`config.mk`:
```
export PLATFORM = sky130hd
export DESIGN_NAME = batch_budget_reservation_guard_flat
export DESIGN_NICKNAME = d
export VERILOG_FILES = /design/src/rtl/bbrg_pkg.sv /design/src/rtl/bbrg_in_if.sv /design/src/rtl/bbrg_out_if.sv /design/src/rtl/batch_budget_reservation_guard.sv /design/src/rtl/bbrg_cfg.sv /design/src/rtl/bbrg_alu.sv /design/src/flat_wrapper.sv
export SDC_FILE = /design/constraint.sdc
export NUM_CORES = 1
export LEC_CHECK = 0
export ABC_AREA = 1
export CAP_MARGIN = 5
export CELL_PAD_IN_SITES_DETAIL_PLACEMENT = 2
export CELL_PAD_IN_SITES_GLOBAL_PLACEMENT = 2
export CORE_UTILIZATION = 30
export CTS_BUF_LIST = sky130_fd_sc_hd__clkbuf_8
export DETAILED_ROUTE_END_ITERATION = 10
export DONT_BUFFER_PORTS = 1
export PLACE_DENSITY_LB_ADDON = 0.1
export SLEW_MARGIN = 20
export SYNTH_ARGS = -nofsm -noshare
export SYNTH_HDL_FRONTEND = slang
export SYNTH_SLANG_ARGS = --single-unit
```
`constraint.sdc`:
```
create_clock -name clk -period 7.47 [get_ports clk]
set_input_delay 0.747 -clock clk [delete_from_list [all_inputs] [get_ports clk]]
set_output_delay 0.747 -clock clk [all_outputs]
set_load 0.005 [all_outputs]
```
`src/rtl/bbrg_pkg.sv`:
```
package bbrg_pkg;

  localparam int BATCH_W = 8;
  localparam int BYTE_W  = 36;
  localparam int PROD_W  = BYTE_W + BATCH_W;
  localparam int ALU_W   = PROD_W + 2;
  localparam int CFG_IDX_W = 3;
  localparam int MUL_CNT_W = $clog2(BATCH_W);

  localparam logic [CFG_IDX_W-1:0] REG_MIN_BATCH     = 3'd0;
  localparam logic [CFG_IDX_W-1:0] REG_DEFAULT_BATCH = 3'd1;
  localparam logic [CFG_IDX_W-1:0] REG_ACT_BYTES     = 3'd2;
  localparam logic [CFG_IDX_W-1:0] REG_WEIGHT_BYTES  = 3'd3;
  localparam logic [CFG_IDX_W-1:0] REG_BUDGET_BYTES  = 3'd4;

  localparam logic CMD_ACQUIRE = 1'b0;
  localparam logic CMD_RELEASE = 1'b1;

  localparam logic [BATCH_W-1:0] MIN_BATCH_RST     = 8'd1;
  localparam logic [BATCH_W-1:0] DEFAULT_BATCH_RST = 8'd8;
  localparam logic [BYTE_W-1:0]  ACT_BYTES_RST     = 36'd67108864;
  localparam logic [BYTE_W-1:0]  WEIGHT_BYTES_RST  = 36'd536870912;
  localparam logic [BYTE_W-1:0]  BUDGET_BYTES_RST  = 36'd1610612736;

  typedef logic [BATCH_W-1:0] batch_t;
  typedef logic [BYTE_W-1:0]  bytes_t;
  typedef logic [ALU_W-1:0]   alu_word_t;

  typedef struct packed {
    batch_t min_batch;
    batch_t default_batch;
    bytes_t activation_bytes;
    bytes_t weight_bytes;
    bytes_t budget_bytes;
  } cfg_t;

  function automatic alu_word_t ext_bytes(input bytes_t x);
    ext_bytes = {{(ALU_W-BYTE_W){1'b0}}, x};
  endfunction

endpackage

```
`src/rtl/bbrg_in_if.sv`:
```
interface bbrg_in_if;
  import bbrg_pkg::*;

  logic   valid;
  logic   ready;
  logic   command;
  batch_t batch;

  modport source (output valid, output command, output batch, input ready);
  modport sink   (input valid, input command, input batch, output ready);
endinterface

```
`src/rtl/bbrg_out_if.sv`:
```
interface bbrg_out_if;
  import bbrg_pkg::*;

  logic   valid;
  logic   ready;
  batch_t granted;
  logic   success;
  bytes_t occupancy;

  modport source (output valid, output granted, output success, output occupancy,
                  input ready);
  modport sink   (input valid, input granted, input success, input occupancy,
                  output ready);
endinterface

```
`src/rtl/batch_budget_reservation_guard.sv`:
```
// channel   | dir | beat fields                       | handshake
// ----------+-----+-----------------------------------+-------------
// in_ch     | in  | command, batch                    | valid/ready
// out_ch    | out | granted, success, occupancy       | valid/ready
// cfg_*     | in  | cfg_idx, cfg_data                 | cfg_we only
//
// One adder/subtractor is time-shared by the sequencer. Acquire: accept,
// shift-add multiply, MAXW/SLACK/QSUM/RINIT setup, search from the clamped
// start down to the minimum batch, update on a grant, output. Release: accept,
// multiply, difference, compare, output; batch 0 or empty clamp skips to output.
// Reset (rst_n low, synchronous) loads register defaults and sets occupancy
// to the default weight bytes. in_ch.ready is high only while idle; a result
// waiting on out_ch does not block the next accept, only the next result.
module batch_budget_reservation_guard (
  input  logic                           clk,
  input  logic                           rst_n,
  bbrg_in_if.sink                        in_ch,
  bbrg_out_if.source                     out_ch,
  input  logic                           cfg_we,
  input  logic [bbrg_pkg::CFG_IDX_W-1:0] cfg_idx,
  input  logic [bbrg_pkg::BYTE_W-1:0]    cfg_data
);
  import bbrg_pkg::*;

  localparam logic [3:0] S_IDLE  = 4'd0;
  localparam logic [3:0] S_MUL   = 4'd1;
  localparam logic [3:0] S_MAXW  = 4'd2;
  localparam logic [3:0] S_SLACK = 4'd3;
  localparam logic [3:0] S_QSUM  = 4'd4;
  localparam logic [3:0] S_RINIT = 4'd5;
  localparam logic [3:0] S_SRCH  = 4'd6;
  localparam logic [3:0] S_UPD   = 4'd7;
  localparam logic [3:0] S_RDIF  = 4'd8;
  localparam logic [3:0] S_RCMP  = 4'd9;
  localparam logic [3:0] S_DONE  = 4'd10;

  cfg_t cfg;

  logic [3:0]           state_r, state_nxt;
  logic                 cmd_r, cmd_nxt;
  batch_t               tb_r, tb_nxt;
  batch_t               mc_r, mc_nxt;
  logic [MUL_CNT_W-1:0] cnt_r, cnt_nxt;
  alu_word_t            prod_r, prod_nxt;
  alu_word_t            acc_r, acc_nxt;
  alu_word_t            slack_r, slack_nxt;
  alu_word_t            q_r, q_nxt;
  alu_word_t            rem_r, rem_nxt;
  bytes_t               used_r, used_nxt;
  batch_t               gr_r, gr_nxt;
  logic                 succ_r, succ_nxt;

  logic                 out_valid_r, out_valid_nxt;
  batch_t               out_gr_r, out_gr_nxt;
  logic                 out_succ_r, out_succ_nxt;
  bytes_t               out_occ_r, out_occ_nxt;

  alu_word_t            alu_a, alu_b, alu_y;
  logic                 alu_sub;
  batch_t               start;
  logic                 in_acc;

  bbrg_cfg u_cfg (
    .clk      (clk),
    .rst_n    (rst_n),
    .cfg_we   (cfg_we),
    .cfg_idx  (cfg_idx),
    .cfg_data (cfg_data),
    .cfg      (cfg)
  );

  bbrg_alu u_alu (
    .a   (alu_a),
    .b   (alu_b),
    .sub (alu_sub),
    .y   (alu_y)
  );

  assign in_ch.ready = (state_r == S_IDLE);
  assign in_acc      = in_ch.valid && (state_r == S_IDLE);

  always_comb begin
    if (in_ch.batch < cfg.min_batch) begin
      start = cfg.min_batch;
    end else if (in_ch.batch < cfg.default_batch) begin
      start = in_ch.batch;
    end else begin
      start = cfg.default_batch;
    end
  end

  always_comb begin
    state_nxt     = state_r;
    cmd_nxt       = cmd_r;
    tb_nxt        = tb_r;
    mc_nxt        = mc_r;
    cnt_nxt       = cnt_r;
    prod_nxt      = prod_r;
    acc_nxt       = acc_r;
    slack_nxt     = slack_r;
    q_nxt         = q_r;
    rem_nxt       = rem_r;
    used_nxt      = used_r;
    gr_nxt        = gr_r;
    succ_nxt      = succ_r;
    alu_a         = '0;
    alu_b         = '0;
    alu_sub       = 1'b0;
    out_valid_nxt = out_valid_r && !out_ch.ready;
    out_gr_nxt    = out_gr_r;
    out_succ_nxt  = out_succ_r;
    out_occ_nxt   = out_occ_r;

    case (state_r)
      S_IDLE: begin
        if (in_acc) begin
          cmd_nxt  = in_ch.command;
          prod_nxt = '0;
          cnt_nxt  = '1;
          gr_nxt   = '0;
          if (in_ch.command == CMD_ACQUIRE) begin
            succ_nxt = 1'b0;
            tb_nxt   = start;
            mc_nxt   = start;
            if (start < cfg.min_batch) begin
              state_nxt = S_DONE;
            end else begin
              state_nxt = S_MUL;
            end
          end else begin
            succ_nxt = 1'b1;
            mc_nxt   = in_ch.batch;
            if (in_ch.batch == '0) begin
              state_nxt = S_DONE;
            end else begin
              state_nxt = S_MUL;
            end
          end
        end
      end
      S_MUL: begin
        alu_a    = {prod_r[ALU_W-2:0], 1'b0};
        alu_b    = mc_r[BATCH_W-1] ? ext_bytes(cfg.activation_bytes) : '0;
        prod_nxt = alu_y;
        mc_nxt   = {mc_r[BATCH_W-2:0], 1'b0};
        cnt_nxt  = cnt_r - 1'b1;
        if (cnt_r == '0) begin
          state_nxt = (cmd_r == CMD_RELEASE) ? S_RDIF : S_MAXW;
        end
      end
      S_MAXW: begin
        alu_a     = ext_bytes(used_r);
        alu_b     = ext_bytes(cfg.weight_bytes);
        alu_sub   = 1'b1;
        acc_nxt   = alu_y[ALU_W-1] ? ext_bytes(cfg.weight_bytes) : ext_bytes(used_r);
        state_nxt = S_SLACK;
      end
      S_SLACK: begin
        alu_a     = ext_bytes(cfg.budget_bytes);
        alu_b     = acc_r;
        alu_sub   = 1'b1;
        slack_nxt = alu_y;
        state_nxt = S_QSUM;
      end
      S_QSUM: begin
        alu_a     = ext_bytes(used_r);
        alu_b     = slack_r;
        q_nxt     = alu_y;
        state_nxt = S_RINIT;
      end
      S_RINIT: begin
        alu_a     = slack_r;
        alu_b     = prod_r;
        alu_sub   = 1'b1;
        rem_nxt   = alu_y;
        state_nxt = S_SRCH;
      end
      S_SRCH: begin
        alu_a = rem_r;
        alu_b = ext_bytes(cfg.activation_bytes);
        if (!rem_r[ALU_W-1]) begin
          gr_nxt    = tb_r;
          succ_nxt  = 1'b1;
          state_nxt = S_UPD;
        end else if (tb_r == cfg.min_batch) begin
          state_nxt = S_DONE;
        end else begin
          rem_nxt = alu_y;
          tb_nxt  = tb_r - 1'b1;
        end
      end
      S_UPD: begin
        alu_a     = q_r;
        alu_b     = rem_r;
        alu_sub   = 1'b1;
        used_nxt  = alu_y[BYTE_W-1:0];
        state_nxt = S_DONE;
      end
      S_RDIF: begin
        alu_a     = ext_bytes(used_r);
        alu_b     = prod_r;
        alu_sub   = 1'b1;
        rem_nxt   = alu_y;
        state_nxt = S_RCMP;
      end
      S_RCMP: begin
        alu_a     = rem_r;
        alu_b     = ext_bytes(cfg.weight_bytes);
        alu_sub   = 1'b1;
        used_nxt  = alu_y[ALU_W-1] ? cfg.weight_bytes : rem_r[BYTE_W-1:0];
        state_nxt = S_DONE;
      end
      S_DONE: begin
        if (!out_valid_r || out_ch.ready) begin
          out_valid_nxt = 1'b1;
          out_gr_nxt    = gr_r;
          out_succ_nxt  = succ_r;
          out_occ_nxt   = used_r;
          state_nxt     = S_IDLE;
        end
      end
      default: begin
        state_nxt = S_IDLE;
      end
    endcase
  end

  always_ff @(posedge clk) begin
    if (!rst_n) begin
      state_r     <= S_IDLE;
      used_r      <= WEIGHT_BYTES_RST;
      out_valid_r <= 1'b0;
    end else begin
      state_r     <= state_nxt;
      used_r      <= used_nxt;
      out_valid_r <= out_valid_nxt;
    end
  end

  always_ff @(posedge clk) begin
    cmd_r      <= cmd_nxt;
    tb_r       <= tb_nxt;
    mc_r       <= mc_nxt;
    cnt_r      <= cnt_nxt;
    prod_r     <= prod_nxt;
    acc_r      <= acc_nxt;
    slack_r    <= slack_nxt;
    q_r        <= q_nxt;
    rem_r      <= rem_nxt;
    gr_r       <= gr_nxt;
    succ_r     <= succ_nxt;
    out_gr_r   <= out_gr_nxt;
    out_succ_r <= out_succ_nxt;
    out_occ_r  <= out_occ_nxt;
  end

  assign out_ch.valid     = out_valid_r;
  assign out_ch.granted   = out_gr_r;
  assign out_ch.success   = out_succ_r;
  assign out_ch.occupancy = out_occ_r;

endmodule

```
`src/rtl/bbrg_cfg.sv`:
```
module bbrg_cfg (
  input  logic                           clk,
  input  logic                           rst_n,
  input  logic                           cfg_we,
  input  logic [bbrg_pkg::CFG_IDX_W-1:0] cfg_idx,
  input  logic [bbrg_pkg::BYTE_W-1:0]    cfg_data,
  output bbrg_pkg::cfg_t                 cfg
);
  import bbrg_pkg::*;

  cfg_t cfg_r;

  always_ff @(posedge clk) begin
    if (!rst_n) begin
      cfg_r.min_batch        <= MIN_BATCH_RST;
      cfg_r.default_batch    <= DEFAULT_BATCH_RST;
      cfg_r.activation_bytes <= ACT_BYTES_RST;
      cfg_r.weight_bytes     <= WEIGHT_BYTES_RST;
      cfg_r.budget_bytes     <= BUDGET_BYTES_RST;
    end else if (cfg_we) begin
      case (cfg_idx)
        REG_MIN_BATCH:     cfg_r.min_batch        <= cfg_data[BATCH_W-1:0];
        REG_DEFAULT_BATCH: cfg_r.default_batch    <= cfg_data[BATCH_W-1:0];
        REG_ACT_BYTES:     cfg_r.activation_bytes <= cfg_data;
        REG_WEIGHT_BYTES:  cfg_r.weight_bytes     <= cfg_data;
        REG_BUDGET_BYTES:  cfg_r.budget_bytes     <= cfg_data;
        default: ;
      endcase
    end
  end

  assign cfg = cfg_r;

endmodule

```
`src/rtl/bbrg_alu.sv`:
```
module bbrg_alu (
  input  logic [bbrg_pkg::ALU_W-1:0] a,
  input  logic [bbrg_pkg::ALU_W-1:0] b,
  input  logic                       sub,
  output logic [bbrg_pkg::ALU_W-1:0] y
);
  import bbrg_pkg::*;

  alu_word_t b_op;

  always_comb begin
    b_op = sub ? ~b : b;
    y    = a + b_op + {{(ALU_W-1){1'b0}}, sub};
  end

endmodule

```
`src/flat_wrapper.sv`:
```
// flat-port wrapper written by rule: the top's interface ports become plain ports
module batch_budget_reservation_guard_flat import bbrg_pkg::*;
  (clk, rst_n, cfg_we, cfg_idx, cfg_data, in_ch_valid, in_ch_command, in_ch_batch, in_ch_ready, out_ch_valid, out_ch_granted, out_ch_success, out_ch_occupancy, out_ch_ready);
  bbrg_in_if in_ch_i ();
  bbrg_out_if out_ch_i ();
  input  logic clk;
  input  logic rst_n;
  input  logic cfg_we;
  input  logic [bbrg_pkg::CFG_IDX_W-1:0] cfg_idx;
  input  logic [bbrg_pkg::BYTE_W-1:0] cfg_data;
  input wire logic [$bits(in_ch_i.valid)-1:0] in_ch_valid;
  input wire logic [$bits(in_ch_i.command)-1:0] in_ch_command;
  input wire logic [$bits(in_ch_i.batch)-1:0] in_ch_batch;
  output wire logic [$bits(in_ch_i.ready)-1:0] in_ch_ready;
  output wire logic [$bits(out_ch_i.valid)-1:0] out_ch_valid;
  output wire logic [$bits(out_ch_i.granted)-1:0] out_ch_granted;
  output wire logic [$bits(out_ch_i.success)-1:0] out_ch_success;
  output wire logic [$bits(out_ch_i.occupancy)-1:0] out_ch_occupancy;
  input wire logic [$bits(out_ch_i.ready)-1:0] out_ch_ready;
  assign in_ch_i.valid = in_ch_valid;
  assign in_ch_i.command = in_ch_command;
  assign in_ch_i.batch = in_ch_batch;
  assign in_ch_ready = in_ch_i.ready;
  assign out_ch_valid = out_ch_i.valid;
  assign out_ch_granted = out_ch_i.granted;
  assign out_ch_success = out_ch_i.success;
  assign out_ch_occupancy = out_ch_i.occupancy;
  assign out_ch_i.ready = out_ch_ready;
  batch_budget_reservation_guard u_core (.clk(clk), .rst_n(rst_n), .in_ch(in_ch_i), .out_ch(out_ch_i), .cfg_we(cfg_we), .cfg_idx(cfg_idx), .cfg_data(cfg_data));
endmodule
```
==> results.md <==
* CP arrival at 6.61 ns
* Slowest cell on crit path: inv_2
* Area growth syn-to-layout at 12.49%
* Synth warn at 0
* Worst path buffer plus inverter count at 5
* Average size of a mapped cell at 8.483 µm²
* Clock Sinks at 459
* Top cell type's share of synthesized area at 36.94%
* Synth area leader: edfxtp_1
* Setup Skew at 0.03674 ns
* Die height at 284.2 µm
* Drt drc at 0
* Flops & latches, synth at 459
* CP cell instances: nand2_1, inv_1, nand2_2, inv_2, buf_4, a221oi_1, nand4_1, xor2_1, ha_1, a21oi_1, inv_1, a31oi_1, o21ai_0, a21oi_1, nor2_1, nor2_1, nand3_2, nand2_4, buf_4, nand2_1, o21ai_1, nand2_1, a21oi_1
* Required @ worst endpoint at 8.06 ns
* # hold bufs at CTS at 0
* WL final at 103,000 µm
* Top FF cell, synth: edfxtp_1
* First-pass GRT wire length at 152,600 µm
* Crit end category: flip-flop
* Final setup violation count at 0
* Seq/Total Area, Yosys at 50.76%
* Critical R2R Launch: u_core.state_r[0]
* Mapped cell area at 0.02390 mm²
* Fill cells at 8,966
* Site row count at 103
* Asr flop ratio synth at 0%
* Max VDD drop at 0.0001735 V
* Vias in the first global route at 22,946
* Die X at 284.2 µm
* RSZ-0062 raised after global routing: no
* Static Leak at 10.90 nW
* Hold path startpoint: in_ch_command
* Min cycle time layout at 6.021 ns
* Fin crit share at 80.61%
* Critical-path maximum fanout at 38
* Final hold viol count at 0
* Synth top area cells: edfxtp_1 37%, dfxtp_1 14%, nand2_1 7.5%
* Largest net degree at the start of global routing at 131
* Crit Path Class: flip-flop to flip-flop
* Io pins at 100
* Grt total ovfl at 0
* Final Max Tran Viols at 0
* WL per Instance at 26.07 µm
* Startpoint types: flip-flop
* Antenna violations before repair at 1
* Yosys cell types at 49
* Total CTS buffers at 88
* Core box area at 0.07887 mm²
* Synth top cells by count: 479 x nand2_1, 381 x nor2_1, 375 x inv_1, 294 x edfxtp_1, 240 x o21ai_0
* Avg Vias per Cell at 5.273
* Postcts setup bufs at 0
* Grt met1 use at 32.91%
* Die ar. at 0.08079 mm²
* Number of H-tree levels at 3
* Max-Cap Viols at 0
* Reg clk slew, reported paths at 0.06 ns
* Clock Tree Root: clkbuf_8
* Crit path largest cell delay at 0.60 ns
* Grt met3 use at 3.612%
* Fin nets at 2,949
* Busiest grt layer: met2
* Post-CTS sizing at 0
* Gp weighted congestion at 0.8603
* Pwr Density at 397.8 mW/mm²
* Design Power at 10.69 mW
* Post-DP HPWL at 70,490 µm
* CTS max path bufs at 3
* M2 GR Usage at 43.23%
* Top cell family by delay on the critical path: buffers and inverters
* Status: finished clean
* Worst slew pin tran at 1.068 ns
* Post-synth EDFFs at 294
* Layout cell share with drive strength beyond 1 at 8.034%
* CTS tree: yes
* DRT iter0 DRCs at 1,113
* Slew HR at 28.77%
* Count leader, synth: nand2_1
* Worst-skew pair later-pin latency at 0.70 ns
* IO buf count at 0
* Hold slack at 0.1670 ns
* Tightest Hold Check Type: input pin to flip-flop
* Gr usage total at 25.30%
* CP startpoint: u_core.state_r[0]
* Routed Antenna Nets at 0
* Via Count at 20,839
* TritonRoute pass-1 iters at 5
* Cells after Synth at 2,817
* Post-route setup TNS at 0 ns
* Post-synth net total at 2,939
* Starting density of the core at 30.30%
* Fmax at 166.1 MHz
metal layers:
metal  vias up  wire length (µm)
li1       9586                 -
met1     10682             46730
met2       428             49440
met3       143              4228
met4         0              2632
met5         -                 0
stage by stage:
step / std cells / util (%) / setup WS (ns) / area, µm²
floorplan: 2817 / - / 2.169 / 23900
global placement: 3787 / 31.88 / 1.675 / 25140
detailed placement: 3787 / 31.88 / 1.491 / 25140
CTS: 3950 / 34.08 / 1.452 / 26880
global route: 3952 / 34.08 / 1.071 / 26880
finish: 3952 / 34.08 / 1.449 / 26880
worst reg2reg max path: cells and delay by family (launching register included):
kind / cells / cell delay (ns)
AND/OR/NAND/NOR: 9 / 1.78
XOR/XNOR: 1 / 0.17
adder cells (fa/ha/maj): 1 / 0.34
flip-flops: 1 / 0.49
AO/OA/AOI/OAI: 7 / 1.32
buffers and inverters: 5 / 1.81
state kept, by name (all words and copies together), names as in the netlist, 3 cells and up:
name / flops
u_core.tb_r: 8
u_core.mc_r: 8
u_core.acc_r: 36
u_core.state_r: 4
u_core.used_r: 36
u_core.out_ch.granted: 8
u_core.prod_r: 46
u_core.out_ch.occupancy: 36
u_core.slack_r: 46
u_core.cnt_r: 3
u_core.q_r: 46
u_core.gr_r: 8
u_core.u_cfg.cfg: 124
u_core.rem_r: 46
report_power, final:
group          internal, mW  switching (mW)
Clock                  1.32            1.19
Sequential             3.47           0.198
Combinational          1.14            3.37
cell type report:
type,instances,area [µm²],share of cell area [%]
well taps,1050,1314,4.887
clock inverters,64,371.6,1.382
inverters,391,1470,5.469
diodes,2,5.005,0.01862
repair buffers,48,422.9,1.573
multi-input cells,1839,9804,36.47
clock buffers,99,1363,5.069
flip-flops and latches,459,12130,45.13
cell families (layout without fill, tap and decap cells):
family,after synthesis,in the layout,synth area share (%)
AO/OA/AOI/OAI,698,698,17.24
XOR/XNOR,73,73,2.675
adder cells (fa/ha/maj),69,69,3.644
buffers and inverters,519,602,8.419
flip-flops,459,459,50.76
other,0,2,0
AND/OR/NAND/NOR,999,999,17.26
worst paths after layout:
| path | slack (ns) | to | cells past startpoint |
|---|---|---|---|
| worst max register to register | 1.45 | u_core.used_r[2] | 23 |
| worst max-delay path | 1.45 | u_core.used_r[2] | 23 |
| worst min-delay path | 0.17 | u_core.cmd_r | 0 |
| worst min register to register | 0.42 | u_core.out_ch.granted[1] | 0 |
layout by cell type (no fill, tap or decap), drive strengths merged, types with 2 or more instances in the layout:
master,netlist,routed
a211oi,3,3
a21o,9,9
a21oi,181,181
a221oi,47,47
a22oi,24,24
a31oi,20,20
a32o,4,4
buf,34,48
bufinv,0,3
clkbuf,94,99
clkinv,8,21
clkinvlp,0,4
dfxtp,165,165
diode,0,2
edfxtp,294,294
ha,68,68
inv,383,427
nand2,501,501
nand3,64,64
nand3b,4,4
nand4,17,17
nor2,391,391
nor3,12,12
nor4,6,6
o2111ai,23,23
o211ai,24,24
o21a,6,6
o21ai,276,276
o21bai,2,2
o221ai,17,17
o22ai,59,59
o311ai,2,2
or2,3,3
xnor2,16,16
xor2,57,57
Note: power is estimated with default switching activity, not from simulation.
